File: src/hw/rtl/rfdmf_ram.sv
// Generic simple dual-port RAM with one write port and one registered read port.
// A read at the address being written returns the old contents. No dependencies.
module rfdmf_ram #(
    parameter int WIDTH = 8,
    parameter int DEPTH = 2,
    parameter int AW    = (DEPTH > 1) ? $clog2(DEPTH) : 1
) (
    input  logic             i_clk,
    input  logic             i_we,
    input  logic [AW-1:0]    i_waddr,
    input  logic [WIDTH-1:0] i_wdata,
    input  logic             i_re,
    input  logic [AW-1:0]    i_raddr,
    output logic [WIDTH-1:0] o_rdata
);
    logic [WIDTH-1:0] r_mem [DEPTH];
    logic [WIDTH-1:0] r_rdata;

    always_ff @(posedge i_clk) begin
        if (i_we) begin
            r_mem[i_waddr] <= i_wdata;
        end
    end

    always_ff @(posedge i_clk) begin
        if (i_re) begin
            r_rdata <= r_mem[i_raddr];
        end
    end

    assign o_rdata = r_rdata;
endmodule

File: config.mk
export PLATFORM = sky130hd
export DESIGN_NAME = rfdmf_ram
export DESIGN_NICKNAME = d
export VERILOG_FILES = /design/src/hw/rtl/rfdmf_ram.sv
export SDC_FILE = /design/constraint.sdc
export NUM_CORES = 1
export LEC_CHECK = 0
export ABC_AREA = 1
export ABC_CLOCK_PERIOD_IN_PS = 1100
export BUFFER_PORTS_ARGS = -buffer_cell sky130_fd_sc_hd__buf_4
export CAP_MARGIN = 10
export CORE_UTILIZATION = 26
export CTS_CLUSTER_DIAMETER = 50
export DETAILED_ROUTE_END_ITERATION = 10
export PLACE_DENSITY = 0.56
export RECOVER_POWER = 25
export SYNTH_ARGS = -nofsm -noshare
export SYNTH_HDL_FRONTEND = slang
export SYNTH_SLANG_ARGS = --single-unit
File: constraint.sdc
create_clock -name i_clk -period 1.1 [get_ports i_clk]
set_input_delay 0.11 -clock i_clk [delete_from_list [all_inputs] [get_ports i_clk]]
set_output_delay 0.11 -clock i_clk [all_outputs]
set_load 0.02 [all_outputs]
* Word-level counts from Yosys, hierarchy flattened
Memory sizes are Yosys's and may differ from the RTL's. A register that Yosys moved wholly into a read port is not among the register bits.
Cells that the tools add are included.
** Cells by class
- Muxes and demuxes :: 2
** Operator list (number)
- 1-bit two-way mux :: 2
** Storage, ports and cells
- Register bits :: 0
- RAM bits :: 16
- Memories kept :: 1
** Memory list
- r_mem :: words 2, width 8, read ports 1, clocked after Yosys merged registers in 1, wr ports 1, RTL line 16 : logic [WIDTH-1:0] r_mem [DEPTH];

* Longest topological paths before layout
- Depth in word-level cells :: 2
- Gate-level depth with buffers :: 4
- Depth with buffers taken out :: 3

* Worst setup path after synthesis
No wires, ideal clock.
- Path type :: in2reg
- From :: in i_we
- To :: mem r_mem[0][0], enable pin
- Library setup time :: 371 ps
- Arrival time :: 499 ps
- Setup slack :: 230 ps
- Stages :: 2
- Path buffers :: 0
- Cells stage by stage :: inv_1 -> nor2_1
** On the way
- Word-level cells in the longest chain between the ends :: 2
** Ends and longest elaborated chain
- start, declared :: RTL line 9 : input logic i_we,
- 1-bit two-way mux :: RTL line 20 : if (i_we) begin
- 1-bit two-way mux (implied by the code) :: RTL line 21 : r_mem[i_waddr] <= i_wdata;
- end, declared :: RTL line 16
No other way between the ends.

* Worst setup path in the final report
- From :: reg r_rdata[2] (netlist: o_rdata[2]) (read register of r_mem)
- To :: out o_rdata[2]
** RTL lines
- start, declared :: RTL line 17 : logic [WIDTH-1:0] r_rdata;
- end, declared :: RTL line 14 : output logic [WIDTH-1:0] o_rdata
No word-level cell between the ends.

==> flow_summary.yaml <==
logic_synthesis:
  synth_seq_cells: 24
  syn_inst: 54
  syn_area_um2: 841
  postSynthAreaPerCell_um2: 15.6
  yosysWarnings: 0
  ys_types: 6
  seq_area_frac_synth_pct: 85.7
  syn_nets: 67
setup_path:
  worstPathCellList: "buf_4"
  cp-start-kind: "flop"
  crit_arrival_ns: 0.85
  r2r_slack_ns: 0.34
  cp_slowest_cell: "edfxtp_1"
  worst-endpoint-required_ns: 0.99
  crit_path_end_kind: "output pin"
  max_stage_delay_ns: 0.38
  crit_fanout: 1
  critPathTopFamily: "flip-flops"
  critical_path_class: "flop to output pin"
  cp_num_buf_inv: 1
placed_design:
  hpwl_um: 835
  port_buffers: 20
  gp_congestion: 0.631
  placed_area_um2: 1040
timing:
  setup_viol: 0
  fin_skew_ns: 0.00451
  drv_slew: 0
  finalCriticalPeriod_ns: 0.957
  tns_ns: 0
  rsz0062_at_grt: "false"
  max_slew_margin_pct: 70.0
  max_freq_mhz: 1040
  finalHoldViolations: 0
  worst_pin_slew_ns: 0.449
  period_share_pct: 87.0
floorplanning:
  start_util_pct: 27.5
  core_area_um2: 3050
  rows: 20
  io_pins: 21
  dieWidth_um: 58.9
  die_h_um: 58.9
  die_area_um2: 3470
cts:
  cts_made_buffers: 3
  cts_buffer_depth: 2
  htree_levels: 1
  cts_tree: "yes"
  cts.sinks: 24
  cts.repair.resized: 0
  clk_pin_slew_ns: 0.11
  clk_latency_ns: 0.30
  ctsRootBufferMaster: "clkbuf_4"
final_layout:
  finish.instance_area_um2: 1130
  nets: 100
  area_delta_synth_final_pct: 34.4
  drive_above_1_share_pct: 24.7
  antennaDiodeCount: 0
global_routing:
  grt_max_degree: 13
  use_met1_pct: 8.86
  grt_use_total_pct: 7.99
  antenna_found_initial: 0
  use_met2_pct: 13.1
  grt_pass1_vias: 442
  met3_usage_pct: 1.98
  grt-busiest-layer: "met2"
  grt_overflow_total: 0
  grt_pass1_wl_um: 1930
route:
  vias: 499
  drt_iter0_drc: 12
  wirelength_um: 1230
  avgRoutedWirePerCell_um: 9.53
  ant_nets: 0
  avgViaCountPerCell: 3.87
  drc: 0
  dr.pass1.iters: 4
pwr:
  power.density_nw_per_um2: 1420
  ir_worst_vdd_uv: 340
  p_leak_nw: 0.455
worst_hold_path:
  hold_path.class: "input port to flop"
flow_run:
  maxCapViolCount: 0
outcome:
  status: "completed"
-- worst register-to-register path: cells and delay by family, from the launching register on --
family           cells  cell delay (ns)
AND/OR/NAND/NOR      2             0.14
flip-flops           1             0.39
-- report_power, final --
| group | leakage [nW] | internal [mW] | switching (mW) |
|---|---|---|---|
| logic | 0.212 | 0.0798 | 0.0889 |
| clock network | 0.0138 | 0.128 | 0.220 |
| registers | 0.230 | 1.08 | 0.0143 |
-- layout make-up --
type                       instances  area [µm²]
clock buffer                       3        22.5
sequential                        24         721
inverter                           3        11.3
fill                             304        1920
tap                               44        55.1
multi-input combinational         26        97.6
timing repair buffer              29         223
-- logic make-up (layout without fill, tap and decap cells) --
family        Yosys count  after routing  share of synthesized area, %
flops                  24             24                          85.7
simple gates           26             26                          11.6
buf+inv                 4             35                          2.68
-- layout by cell type (no fill, tap or decap) --
| cell | n |
|---|---|
| inv_1 | 2 |
| nor2_1 | 1 |
| buf_4 | 17 |
| nand2_1 | 25 |
| edfxtp_1 | 24 |
| inv_2 | 1 |
| clkbuf_1 | 4 |
| clkbuf_4 | 3 |
| dlygate4sd3_1 | 8 |
-- through the flow --
| stage | power, mW | hold WS [ns] | worst slack (ns) | util (%) | instances |
|---|---|---|---|---|---|
| 2_1_floorplan | 1.18 | 0.209 | 0.230 | - | 54 |
| 3_3_place_gp | 1.26 | 0.299 | 0.297 | 34.1 | 118 |
| 3_5_place_dp | 1.27 | 0.299 | 0.280 | 34.1 | 118 |
| 4_1_cts | 1.63 | 0.0832 | 0.129 | 37.5 | 129 |
| 5_1_grt | 1.67 | 0.172 | 0.102 | 37.0 | 129 |
| 6_report | 1.61 | 0.155 | 0.143 | 37.0 | 129 |
-- metal layers --
layer / vias to the layer above / part of all wire, %
met5: - / 0
met3: 5 / 5.5
li1: 246 / -
met4: 0 / 3.0
met2: 20 / 47
met1: 228 / 45
-- cells in the mapped netlist --
| cell | instances | area share, % |
|---|---|---|
| inv_2 | 1 | 0.45 |
| inv_1 | 2 | 0.89 |
| nor2_1 | 1 | 0.45 |
| buf_6 | 1 | 1.3 |
| nand2_1 | 25 | 11 |
| edfxtp_1 | 24 | 86 |
-- sequential cells by signal, summed over array words and instances, names as in the netlist --
name	cells
r_mem	16
o_rdata	8
-- path summary, 6_finish.rpt --
kind / startpoint / endpoint / cells after the start
max: o_rdata[2] / o_rdata[2] / 1
min: i_raddr / o_rdata[2] / 3
max reg2reg: r_mem[1][3] / o_rdata[3] / 2
min reg2reg: r_mem[0][2] / o_rdata[2] / 2
-- what timing repair did --
action / CTS / global route
hold buffers: 8 / 0
endpoints found under the hold margin: 16 / 0
buffers inserted: 0 / 0
(Power assumes the default switching activity.)
